## config.mk

```make
export PLATFORM = sky130hd
export DESIGN_NAME = jfhc_parser
export DESIGN_NICKNAME = d
export VERILOG_FILES = /design/src/design/jfhc_pkg.sv /design/src/design/jfhc_parser.sv
export SDC_FILE = /design/constraint.sdc
export NUM_CORES = 1
export LEC_CHECK = 0
export ABC_AREA = 1
export ABC_CLOCK_PERIOD_IN_PS = 6400
export CAP_MARGIN = 40
export CORE_ASPECT_RATIO = 0.75
export CORE_UTILIZATION = 50
export CTS_BUF_LIST = sky130_fd_sc_hd__clkbuf_16
export DETAILED_ROUTE_END_ITERATION = 10
export DONT_BUFFER_PORTS = 1
export GPL_TIMING_DRIVEN = 0
export PLACE_DENSITY = 0.66
export SETUP_SLACK_MARGIN = 0.2
export SKIP_CTS_REPAIR_TIMING = 1
export SLEW_MARGIN = 30
export SYNTH_ARGS = -nofsm -noshare
export SYNTH_HDL_FRONTEND = slang
export SYNTH_SLANG_ARGS = --single-unit
export TNS_END_PERCENT = 1
```

## constraint.sdc

```tcl
create_clock -name aclk -period 6.4 [get_ports aclk]
set_clock_uncertainty 0.15 [all_clocks]
set_input_delay 0 -clock aclk [delete_from_list [all_inputs] [get_ports aclk]]
set_output_delay 0 -clock aclk [all_outputs]
set_load 0.005 [all_outputs]
```

## src/design/jfhc_pkg.sv

```systemverilog
// Shared types and marker constants for the JPEG frame header checker.
`timescale 1ns / 1ps
`default_nettype none

package jfhc_pkg;

    typedef enum logic [3:0] {
        PH_START0,
        PH_START1,
        PH_MARK_FF,
        PH_MARK_CODE,
        PH_LEN_HI,
        PH_LEN_LO,
        PH_SKIP,
        PH_FRAME,
        PH_DONE
    } phase_t;

    typedef struct packed {
        logic valid;
        logic accepted;
    } verdict_t;

    localparam logic [7:0] MARKER_PREFIX   = 8'hFF;
    localparam logic [7:0] MARKER_SOI      = 8'hD8;
    localparam logic [7:0] MARKER_EOI      = 8'hD9;
    localparam logic [7:0] MARKER_SOS      = 8'hDA;
    localparam logic [7:0] MARKER_RST0     = 8'hD0;
    localparam logic [7:0] MARKER_RST7     = 8'hD7;
    localparam logic [7:0] MARKER_STUFF    = 8'h00;
    localparam logic [7:0] MARKER_TEM      = 8'h01;
    localparam logic [7:0] MARKER_SOF0     = 8'hC0;
    localparam logic [7:0] MARKER_SOF2     = 8'hC2;
    localparam logic [7:0] MARKER_SOF_LAST = 8'hCF;
    localparam logic [7:0] MARKER_DHT      = 8'hC4;
    localparam logic [7:0] MARKER_JPG      = 8'hC8;
    localparam logic [7:0] MARKER_DAC      = 8'hCC;

    localparam logic [7:0]  FRAME_PRECISION  = 8'd8;
    localparam logic [15:0] FRAME_MIN_LEN    = 16'd8;
    localparam logic [15:0] SEG_MIN_LEN      = 16'd2;
    localparam logic [2:0]  BODY_PRECISION   = 3'd0;
    localparam logic [2:0]  BODY_NCOMP       = 3'd5;
    localparam logic [2:0]  BODY_HEADER_END  = 3'd6;
    localparam logic [7:0]  NCOMP_GRAY       = 8'd1;
    localparam logic [7:0]  NCOMP_COLOR      = 8'd3;

    function automatic logic is_frame_marker(input logic [7:0] m);
        return (m >= MARKER_SOF0) && (m <= MARKER_SOF_LAST) && (m != MARKER_DHT)
            && (m != MARKER_JPG) && (m != MARKER_DAC);
    endfunction

endpackage

`default_nettype wire

```

## src/design/jfhc_parser.sv

```systemverilog
// Marker segment walker: parse state registers and the per-byte update.
`timescale 1ns / 1ps
`default_nettype none

module jfhc_parser
    import jfhc_pkg::*;
(
    input  wire logic       aclk,
    input  wire logic       aresetn,
    input  wire logic       step_en,
    input  wire logic [7:0] data_byte,
    input  wire logic       end_of_file,
    output logic            verdict_due,
    output verdict_t        verdict
);

    phase_t      phase_reg, phase_next;
    logic [7:0]  marker_reg, marker_next;
    logic [15:0] seg_len_reg, seg_len_next;
    logic [15:0] remain_reg, remain_next;
    logic [2:0]  body_idx_reg, body_idx_next;
    logic        frame_seen_reg, frame_seen_next;

    logic        decided;
    logic        decision;
    logic [15:0] remain_dec;
    logic [2:0]  body_idx_inc;
    logic [15:0] ncomp_len;
    logic [15:0] new_len;

    assign remain_dec   = remain_reg - 16'd1;
    assign body_idx_inc = body_idx_reg + 3'd1;
    // 8 + 3n for the component count in this byte
    assign ncomp_len    = FRAME_MIN_LEN + {8'd0, data_byte} + {7'd0, data_byte, 1'b0};
    assign new_len      = {seg_len_reg[7:0], data_byte};

    always_comb begin
        phase_next      = phase_reg;
        marker_next     = marker_reg;
        seg_len_next    = seg_len_reg;
        remain_next     = remain_reg;
        body_idx_next   = body_idx_reg;
        frame_seen_next = frame_seen_reg;
        decided         = 1'b0;
        decision        = 1'b0;

        case (phase_reg)
            PH_START0: begin
                if (data_byte != MARKER_PREFIX) decided = 1'b1;
                else phase_next = PH_START1;
            end
            PH_START1: begin
                if (data_byte != MARKER_SOI) decided = 1'b1;
                else phase_next = PH_MARK_FF;
            end
            PH_MARK_FF: begin
                if (data_byte != MARKER_PREFIX) decided = 1'b1;
                else phase_next = PH_MARK_CODE;
            end
            PH_MARK_CODE: begin
                if (data_byte == MARKER_PREFIX) begin
                    // fill byte, stay
                end else if (data_byte == MARKER_EOI) begin
                    decided = 1'b1;
                end else if (data_byte == MARKER_SOS) begin
                    decided  = 1'b1;
                    decision = frame_seen_reg;
                end else if (data_byte == MARKER_STUFF || data_byte == MARKER_TEM ||
                             (data_byte >= MARKER_RST0 && data_byte <= MARKER_RST7)) begin
                    decided = 1'b1;
                end else if (is_frame_marker(data_byte) &&
                             (frame_seen_reg || data_byte > MARKER_SOF2)) begin
                    decided = 1'b1;
                end else begin
                    marker_next = data_byte;
                    phase_next  = PH_LEN_HI;
                end
            end
            PH_LEN_HI: begin
                seg_len_next = {8'd0, data_byte};
                phase_next   = PH_LEN_LO;
            end
            PH_LEN_LO: begin
                seg_len_next = new_len;
                if (new_len < SEG_MIN_LEN) begin
                    decided = 1'b1;
                end else if (is_frame_marker(marker_reg) && new_len < FRAME_MIN_LEN) begin
                    decided = 1'b1;
                end else begin
                    remain_next   = new_len - SEG_MIN_LEN;
                    body_idx_next = '0;
                    if (new_len == SEG_MIN_LEN) phase_next = PH_MARK_FF;
                    else if (is_frame_marker(marker_reg)) phase_next = PH_FRAME;
                    else phase_next = PH_SKIP;
                end
            end
            PH_SKIP: begin
                remain_next = remain_dec;
                if (remain_dec == 16'd0) phase_next = PH_MARK_FF;
            end
            PH_FRAME: begin
                if (body_idx_reg == BODY_PRECISION && data_byte != FRAME_PRECISION) begin
                    decided = 1'b1;
                end else if (body_idx_reg == BODY_NCOMP &&
                             ((data_byte != NCOMP_GRAY && data_byte != NCOMP_COLOR) ||
                              seg_len_reg != ncomp_len)) begin
                    decided = 1'b1;
                end else begin
                    if (body_idx_reg == BODY_NCOMP) frame_seen_next = 1'b1;
                    body_idx_next = body_idx_inc;
                    remain_next   = remain_dec;
                    if (remain_dec == 16'd0) phase_next = PH_MARK_FF;
                    else if (body_idx_inc >= BODY_HEADER_END) phase_next = PH_SKIP;
                end
            end
            PH_DONE: begin
                // verdict already out: drop the byte
            end
            default: begin
                phase_next = PH_DONE;
            end
        endcase

        if (decided) phase_next = PH_DONE;

        // the byte in hand will produce a verdict once it is stepped
        verdict_due      = phase_reg != PH_DONE && (decided || end_of_file);
        verdict.valid    = step_en && verdict_due;
        verdict.accepted = decided && decision;
    end

    always_ff @(posedge aclk) begin
        if (!aresetn || (step_en && end_of_file)) begin
            phase_reg      <= PH_START0;
            marker_reg     <= '0;
            seg_len_reg    <= '0;
            remain_reg     <= '0;
            body_idx_reg   <= '0;
            frame_seen_reg <= 1'b0;
        end else if (step_en) begin
            phase_reg      <= phase_next;
            marker_reg     <= marker_next;
            seg_len_reg    <= seg_len_next;
            remain_reg     <= remain_next;
            body_idx_reg   <= body_idx_next;
            frame_seen_reg <= frame_seen_next;
        end
    end

    // no verdict once the file has been decided
    assert property (@(posedge aclk) disable iff (!aresetn)
        phase_reg == PH_DONE |-> !verdict.valid)
        else $error("verdict after file already decided");

    // a passing verdict needs a frame seen earlier
    assert property (@(posedge aclk) disable iff (!aresetn)
        verdict.valid && verdict.accepted |-> frame_seen_reg)
        else $error("accept without frame");

    // end of file always re-arms the walker
    assert property (@(posedge aclk) disable iff (!aresetn)
        step_en && end_of_file |=> phase_reg == PH_START0 && !frame_seen_reg)
        else $error("walker not re-armed after end of file");

endmodule

`default_nettype wire

```

==> qor.yml, run 1 <==
status:
  status: "finished, violations left"
  violations: "hold timing"
placement:
  portBuffers: 0
  pre_cts_ws_ns: 3.32
  dpl.hpwl_mm: 9.36
  place_congestion: 0.917
timing:
  rsz0062_at_grt: "no"
  finalCriticalPeriod_ns: 3.50
  hold_viol: 1
  fmax_mhz: 286
  relSlewSlack_pct: 57.8
  worst_pin_slew_ns: 0.633
  whs_ns: -0.000315
  slew_viol_final: 0
  setup_violations: 0
  final.setup.tns_ns: 0
  fin_crit_sh_pct: 54.7
  setup_ws_ns: 2.90
die:
  die_area_mm2: 0.00869
  die_h_um: 81.0
  start_util_pct: 52.1
  core_area_mm2: 0.00799
  chipWidth_um: 107
  ios: 15
  fp-row-count: 28
yosys:
  syn-mean-instance-area_um2: 6.50
  netlist_instances: 640
  synth_nets: 690
  synth.distinct_cells: 40
  ys_ff_latch: 48
  synth_edf_count: 0
  yosysSeqAreaShare_pct: 23.1
  synthArstFlopShare_pct: 0
  synth_warnings: 0
  yosys_most_used_dff: "dfxtp_1"
  synthesis.area_mm2: 0.00416
clocking:
  cts_tree: "yes"
  cts.sinks: 48
  cts_root_buffer: "clkbuf_16"
  clk_latency_ns: 0.29
  path_clk_slew_ns: 0.06
  cts_buffers: 5
  cts_buffer_depth: 2
  h-tree-depth: 2
power_and_ir_drop:
  clock_power_share_pct: 31.4
  p_per_area_mw_per_mm2: 178
  p_leak_nw: 2.10
  peakVddDrop_uv: 140
  combPwrFrac_pct: 29.2
  p_sw_mw: 0.276
  power_frac_seq_pct: 39.4
  switching_share_pct: 34.2
  p_int_mw: 0.531
detailed_routing:
  ant_nets: 0
  drt_wl_total_mm: 11.9
  vias: 4251
  first_pass_iters: 5
  post_drt_wl_per_cell_um: 15.6
  drc: 0
  drt-initial-drc-count: 421
  via_per_inst: 5.58
global_routing:
  track_usage_pct: 28.3
  grt_pass1_vias: 3725
  grt_first_pass_wirelength_mm: 18.9
  gr-total-overflow: 0
  antenna_found_initial: 0
  grt_start_max_net_pins: 15
finish:
  drive_above_1_share_pct: 9.59
  antenna_cells: 0
  layout_common_cells: "nand2_1, nor2_1, inv_1"
  area_growth_pct: 8.88
  layout_commonest_cell: "nand2_1"
  fin_nets: 707
setup_path:
  path_cells: "dlygate4sd3_1 > inv_1 > ha_1 > ha_1 > inv_1 > fa_1 > nand2_1 > inv_1 > nor2_1 > nand2_1 > nor2_1 > nand3_1 > nor2_1 > nand4_1 > nand2_1 > nand2_2 > nand2_4 > nand2_1 > o21ai_1 > nor2_1"
  crit_family: "simple AND/OR/NAND/NOR gates"
  critPathKind: "input port to output port"
  max_stage_delay_ns: 0.54
  crit_slowest_cell: "dlygate4sd3_1"
  worstPathMaxFanout: 6
  worstPathRequired_ns: 6.25
  worstSetupStartpointType: "input port"
  cp.arrival_ns: 3.35
  critPathCaptureType: "output port"
  crit_buf_inv: 4
worst_hold_path:
  hold_path.class: "input port to register"
job:
  max_cap_violations: 0
[synth_stat cells (3+ instances only)]
cell type / n / area, um^2
nor3_1: 19 / 95.1
nand2_2: 9 / 56.3
o21ai_0: 42 / 210
nand3_1: 33 / 165
inv_1: 67 / 251
buf_6: 3 / 33.8
a21oi_1: 45 / 225
nand4_1: 5 / 31.3
o21ai_1: 16 / 80.1
buf_2: 3 / 15.0
nor2_2: 8 / 50.1
dfxtp_1: 48 / 961
o22ai_1: 3 / 18.8
inv_2: 8 / 30.0
xor2_1: 15 / 131
nand2_1: 132 / 495
nor2_1: 88 / 330
clkbuf_1: 8 / 30.0
xnor2_1: 4 / 35.0
a31oi_1: 3 / 18.8
a211oi_2: 5 / 62.6
nor2_4: 6 / 67.6
nand3b_1: 8 / 60.1
a21oi_2: 4 / 35.0
ha_1: 37 / 463
[layout make-up]
| cell class | count | area [um^2] |
|---|---|---|
| buffer | 16 | 93.8 |
| clock buffer | 5 | 125 |
| clock inverter | 2 | 12.5 |
| fill | 804 | 3460 |
| inverter | 76 | 285 |
| multi-input combinational | 500 | 2820 |
| sequential | 48 | 961 |
| tap | 105 | 131 |
| timing repair buffer | 10 | 100 |
[per-layer routing]
metal | vias up | track usage (%) | routed length [um]
met5 | - | 0 | 0
li1 | 2128 | - | -
met2 | 147 | 43.0 | 4920
met1 | 1962 | 42.2 | 5900
met4 | 0 | 4.93 | 115
met3 | 14 | 4.82 | 925
[path summary, 6_finish.rpt]
path,endpoint,slack [ns],start,cells after the start
hold reg to reg,seg_len_reg[9],0.35,seg_len_reg[9],2
setup reg to reg,phase_reg[2],3.93,remain_reg[0],14
hold / removal,remain_reg[4],-0.0003,data_byte[4],3
setup / recovery,verdict[1],2.90,data_byte[1],20
[through the flow]
stage               util (%)  power [mW]  cells  instance area (um^2)
finish                  56.7       0.808    762                  4530
global route            56.7       0.849    762                  4530
CTS                     55.4       0.800    752                  4430
detailed placement      53.7       0.549    745                  4290
global placement        53.7       0.547    745                  4290
floorplan                  -       0.500    640                  4160
[power by group through the flow]
stage	sequential, mW	combinational (mW)	clock [mW]
floorplan	0.322	0.178	0
global placement	0.324	0.223	0
detailed placement	0.324	0.225	0
CTS	0.318	0.227	0.255
global route	0.319	0.263	0.267
finish	0.318	0.236	0.254
[tightest hold or removal path, cell delays in order]
cell and delay, ns:
nor2_1 0.03, o21ai_0 0.25, a31oi_1 0.10
[cell families after synthesis]
kind of cell / count (synthesis) / share of synthesized area (%)
flip-flops: 48 / 23.1
AND/OR/NAND/NOR: 317 / 34.8
AO/OA/AOI/OAI: 126 / 17.4
adder cells (fa/ha/maj): 38 / 11.6
buffers and inverters: 92 / 9.12
XOR/XNOR: 19 / 4.00
No activity file was read; power rests on OpenSTA's default activity.
==> run 2, diff against run 1 <==
Settings changed: ABC_AREA 1 to 0, ABC_CLOCK_PERIOD_IN_PS 6400 to 3100, PLACE_DENSITY 0.66 to 0.69.
Clock period 6.4 ns to 3.1 ns, I/O delays scaled along.
==> run 2 against run 1 <==
  * Flip-flop and latch count stayed put
  * Critical path depth shrank 11
  * Critical endpoint unchanged
  * Synthesized area fell by 8.4%
  * Final cell count fell by 19%
  * The flow still finishes with violations (hold timing)
  * Register-to-register slack worse by 3.7 ns
  * Die area is 8.2% lower
  * Largest power group unchanged
  * Combinational power grew 4%
==> qor.yml, run 2 <==
status:
  status: "finished, violations left"
  violations: "hold timing"
placement:
  dpl.hpwl_mm: 8.14
  pre_cts_ws_ns: -0.294
  portBuffers: 0
  place_congestion: 0.939
detailed_routing:
  first_pass_iters: 5
  ant_nets: 0
  drc: 0
  vias: 3792
  drt_wl_total_mm: 11.1
  via_per_inst: 6.14
  drt-initial-drc-count: 365
  post_drt_wl_per_cell_um: 18.0
setup_path:
  cp.arrival_ns: 2.75
  path_cells: "nor4b_1 > o2111ai_1 > nor3_2 > o2111ai_1 > nor4_4 > buf_6 > o21ai_4 > o22a_1 > and2_1"
  worstPathRequired_ns: 2.95
  crit_slowest_cell: "nor4b_1"
  crit_top_cell: "o2111ai_1"
  max_stage_delay_ns: 0.53
  critPathKind: "register to output port"
  worstPathMaxFanout: 7
  worstSetupStartpointType: "register"
  critPathCaptureType: "output port"
clocking:
  clk_latency_ns: 0.29
  cts_root_buffer: "clkbuf_16"
  cts_tree: "yes"
  cts_buffers: 5
  cts.sinks: 48
  h-tree-depth: 2
  path_clk_slew_ns: 0.07
  cts_buffer_depth: 2
timing:
  worst_pin_slew_ns: 0.713
  hold_viol: 8
  relSlewSlack_pct: 51.3
  fmax_mhz: 345
  slew_viol_final: 0
  fin_crit_sh_pct: 93.4
  rsz0062_at_grt: "yes"
  finalCriticalPeriod_ns: 2.90
  setup_violations: 0
  setup_ws_ns: 0.204
  whs_ns: -0.0725
die:
  start_util_pct: 51.7
  chipWidth_um: 103
  fp-row-count: 27
  ios: 15
  core_area_mm2: 0.00736
  die_area_mm2: 0.00798
  die_h_um: 77.6
global_routing:
  gr-total-overflow: 0
  grt_first_pass_wirelength_mm: 16.9
  antenna_found_initial: 0
  grt_start_max_net_pins: 16
  track_usage_pct: 27.6
  grt_pass1_vias: 3229
yosys:
  yosysMostFrequentCell: "nor2_1"
  synthTopCellsByArea: "dfxtp_1, ha_1, a21oi_1"
  synth.distinct_cells: 65
  ys_ff_latch: 48
  synth_edf_count: 0
  synthArstFlopShare_pct: 0
  synthesis.area_mm2: 0.00381
  netlist_instances: 495
  syn-mean-instance-area_um2: 7.70
  yosys_most_used_dff: "dfxtp_1"
  synth_nets: 545
  yosysSeqAreaShare_pct: 25.2
  synth_warnings: 0
  netlist_top_cells_count: "nor2_1, a21oi_1, dfxtp_1"
  synth_top_area_cell: "dfxtp_1"
  synth_top_area_share_pct: 25.2
finish:
  layout_common_cells: "nor2_1, a21oi_1, dfxtp_1"
  layout_commonest_cell: "nor2_1"
  drive_above_1_share_pct: 8.12
  area_growth_pct: 12.4
  fin_nets: 566
  antenna_cells: 0
power_and_ir_drop:
  p_leak_nw: 1.63
  p_per_area_mw_per_mm2: 328
  peakVddDrop_uv: 182
worst_hold_path:
  hold_path.class: "input port to register"
job:
  max_cap_violations: 0
run 2: cell type report:
class / instances / area, um^2
inverter: 23 / 90.1
timing repair buffer: 14 / 136
sequential: 48 / 961
multi-input combinational: 394 / 2690
fill: 726 / 3080
clock inverter: 3 / 18.8
buffer: 30 / 136
tap: 101 / 126
clock buffer: 5 / 125
run 2: cell families (layout without fill, tap and decap cells):
| family | Yosys count | count (layout) | share of synthesized area, % |
|---|---|---|---|
| flip-flops | 48 | 48 | 25.2 |
| XOR/XNOR | 31 | 31 | 7.13 |
| AND/OR/NAND/NOR | 190 | 190 | 25.3 |
| AO/OA/AOI/OAI | 132 | 132 | 23.3 |
| buffers and inverters | 53 | 75 | 5.65 |
| adder cells (fa/ha/maj) | 38 | 38 | 12.7 |
| multiplexers | 3 | 3 | 0.788 |
run 2: final timing paths:
| path | start | end | slack [ns] | depth (start not counted) |
|---|---|---|---|---|
| min | data_byte[3] | remain_reg[3] | -0.07 | 4 |
| max reg2reg | seg_len_reg[10] | body_idx_reg[2] | 0.20 | 9 |
| min reg2reg | marker_reg[6] | marker_reg[6] | 0.34 | 2 |
| max | seg_len_reg[10] | verdict[1] | 0.20 | 9 |
run 2: critical path: cells and delay by family (launching register included):
| family | cells | cell delay [ns] |
|---|---|---|
| and+or+nand+nor | 4 | 1.18 |
| AOI/OAI and AO/OA | 4 | 0.78 |
| DFF | 1 | 0.32 |
| buffers and inverters | 1 | 0.17 |
run 2: per-layer routing:
layer	part of all wire, %	routed length [um]	GRT usage (%)
met4	1.0	113	4.79
met3	8.2	912	4.50
met2	43	4730	39.7
met5	0	0	0
met1	48	5360	42.8
run 2: per-stage QoR:
step	instances	total power, mW	utilization [%]	setup TNS, ns	instance area, um^2
6_report	618	1.41	58.1	0	4280
5_1_grt	618	1.45	58.1	0	4280
4_1_cts	604	1.38	55.4	-0.0253	4080
3_5_place_dp	596	0.847	53.4	-3.75	3940
3_3_place_gp	596	0.844	53.4	-2.33	3940
2_1_floorplan	495	0.800	-	0	3810
run 2: report_power, final:
| group | switching (mW) | leakage, nW | total, mW | internal [mW] |
|---|---|---|---|---|
| combinational | 0.146 | 1.18 | 0.246 | 0.100 |
| sequential | 0.00129 | 0.387 | 0.619 | 0.618 |
| clock | 0.244 | 0.0635 | 0.541 | 0.296 |
==> run 3, diff against run 2 <==
Settings changed: CELL_PAD_IN_SITES_DETAIL_PLACEMENT set to 1, CELL_PAD_IN_SITES_GLOBAL_PLACEMENT set to 1, CORE_UTILIZATION 50 to 44, PLACE_DENSITY 0.69 to 0.78.
==> run 3 against run 2 <==
  * The flow still finishes with violations (hold timing)
  * Register-to-register slack lost 0.02 ns
  * Non-clock buffer count grew 3
  * Sequential power is essentially flat
  * Count of clock-buffer cells in the layout is the same
  * Cell area grew 2.4%
  * Sequential share of layout area shrank 0.53 points
  * Final cell count grew 1.1%
  * Largest cell class unchanged
  * Critical path depth grew 1
  * Global-route usage grew 1.7 points
  * Maximum frequency shrank 0.53%
==> qor.yml, run 3 (same netlist as run 2, synthesis figures left out) <==
power_and_ir_drop:
  total_power_mw: 1.53
  p_per_area_mw_per_mm2: 348
  peakVddDrop_uv: 197
  p_leak_nw: 1.67
timing:
  hold_viol: 8
  whs_ns: -0.0498
  rsz0062_at_grt: "yes"
  setup_violations: 0
  fin_crit_sh_pct: 93.9
  relSlewSlack_pct: 49.1
  slew_viol_final: 0
  setup_ws_ns: 0.188
  finalCriticalPeriod_ns: 2.91
  fmax_mhz: 343
  worst_pin_slew_ns: 0.744
finish:
  layout_common_cells: "nor2_1, a21oi_1, dfxtp_1"
  post-route-util_pct: 54.0
  postLayoutCellArea_mm2: 0.00439
  area_growth_pct: 15.1
  drive_above_1_share_pct: 9.81
  fin_nets: 569
  antenna_cells: 0
  layout_commonest_cell: "nor2_1"
  fin_cells: 625
  n_fill_cell: 1028
placement:
  dpl.hpwl_mm: 9.61
  place_congestion: 0.869
  place_area_mm2: 0.00394
  portBuffers: 0
  dp.cells: 600
  pre_cts_ws_ns: -0.462
clocking:
  h-tree-depth: 2
  cts_root_buffer: "clkbuf_16"
  path_clk_slew_ns: 0.07
  cts.sinks: 48
  cts_buffers: 5
  clk_latency_ns: 0.29
  cts_buffer_depth: 2
  cts_tree: "yes"
setup_path:
  critPathKind: "register to register"
  rr_startpoint: "seg_len_reg[10]"
  cp-startpoint: "seg_len_reg[10]"
  critPathCaptureType: "register"
  worstSetupStartpointType: "register"
  worstPathRequired_ns: 3.17
  worstPathMaxFanout: 7
  cp.arrival_ns: 2.99
status:
  violations: "hold timing"
  status: "finished, violations left"
die:
  die_h_um: 82.6
  core_area_mm2: 0.00813
  chipWidth_um: 109
  start_util_pct: 46.9
  fp-row-count: 28
  die_area_mm2: 0.00904
  ios: 15
detailed_routing:
  ant_nets: 0
  via_per_inst: 6.18
  drt-initial-drc-count: 302
  drt_wl_total_mm: 13.3
  vias: 3865
  first_pass_iters: 5
  drc: 0
  post_drt_wl_per_cell_um: 21.3
global_routing:
  gr-total-overflow: 0
  antenna_found_initial: 0
  grt_first_pass_wirelength_mm: 19.7
  grt_pass1_vias: 3589
  track_usage_pct: 29.3
  grt_start_max_net_pins: 16
job:
  max_cap_violations: 0
worst_hold_path:
  hold_start: "data_byte[3]"
  hold_path.class: "input port to register"
-- run 3: changes by cell type in the layout (fill, tap and decap cells not counted), sizes merged --
cell	change
buf	+4
bufinv	+1
clkinv	+1
clkinvlp	-2
dlygate4sd3	-1
-- run 3: critical path, cell delays in order (launching register included) --
cell       delay (ns)
dfxtp_1          0.31
nor4b_1          0.53
o2111ai_1        0.26
nor3_2           0.24
o2111ai_2        0.17
nor4_4           0.25
buf_6            0.17
o21ai_4          0.09
buf_4            0.16
a2111o_1         0.37
mux2i_1          0.14
-- run 3: routing by layer --
layer,GRT usage (%),part of all wire [%],vias up
li1,-,-,1816
met1,42.0,48,1904
met2,45.0,43,133
met3,6.28,7.3,12
met4,6.00,1.1,0
met5,0,0,-
-- run 3: final cells by class --
class                   count  area [um^2]  share of cell area, %
inverters                  23         90.1                   2.05
clock inverters             3         42.5                  0.970
clock buffers               5          125                   2.85
flip-flops and latches     48          961                   21.9
multi-input cells         394         2730                   62.3
plain buffers              30          148                   3.37
repair buffers             17          156                   3.57
well taps                 105          131                   3.00
-- run 3: power breakdown --
group          internal, mW  switching (mW)  total, mW  leakage [nW]
logic                 0.108           0.160      0.268          1.20
clock network         0.380           0.259      0.639        0.0814
registers             0.617         0.00139      0.619         0.387
total                  1.11           0.420       1.53          1.67
-- run 3: path summary, 6_finish.rpt --
check	slack [ns]	end	depth (start not counted)
max	0.19	phase_reg[2]	10
min	-0.05	remain_reg[3]	4
max reg2reg	0.19	phase_reg[2]	10
min reg2reg	0.34	remain_reg[9]	2
-- run 3: metrics by stage --
stage               TNS [ns]  hold slack (ns)
global placement       -4.50          -0.0320
global route               0         -0.00260
finish                     0          -0.0498
CTS                    -1.62           -0.313
detailed placement     -6.94          -0.0363
floorplan                  0          -0.0397
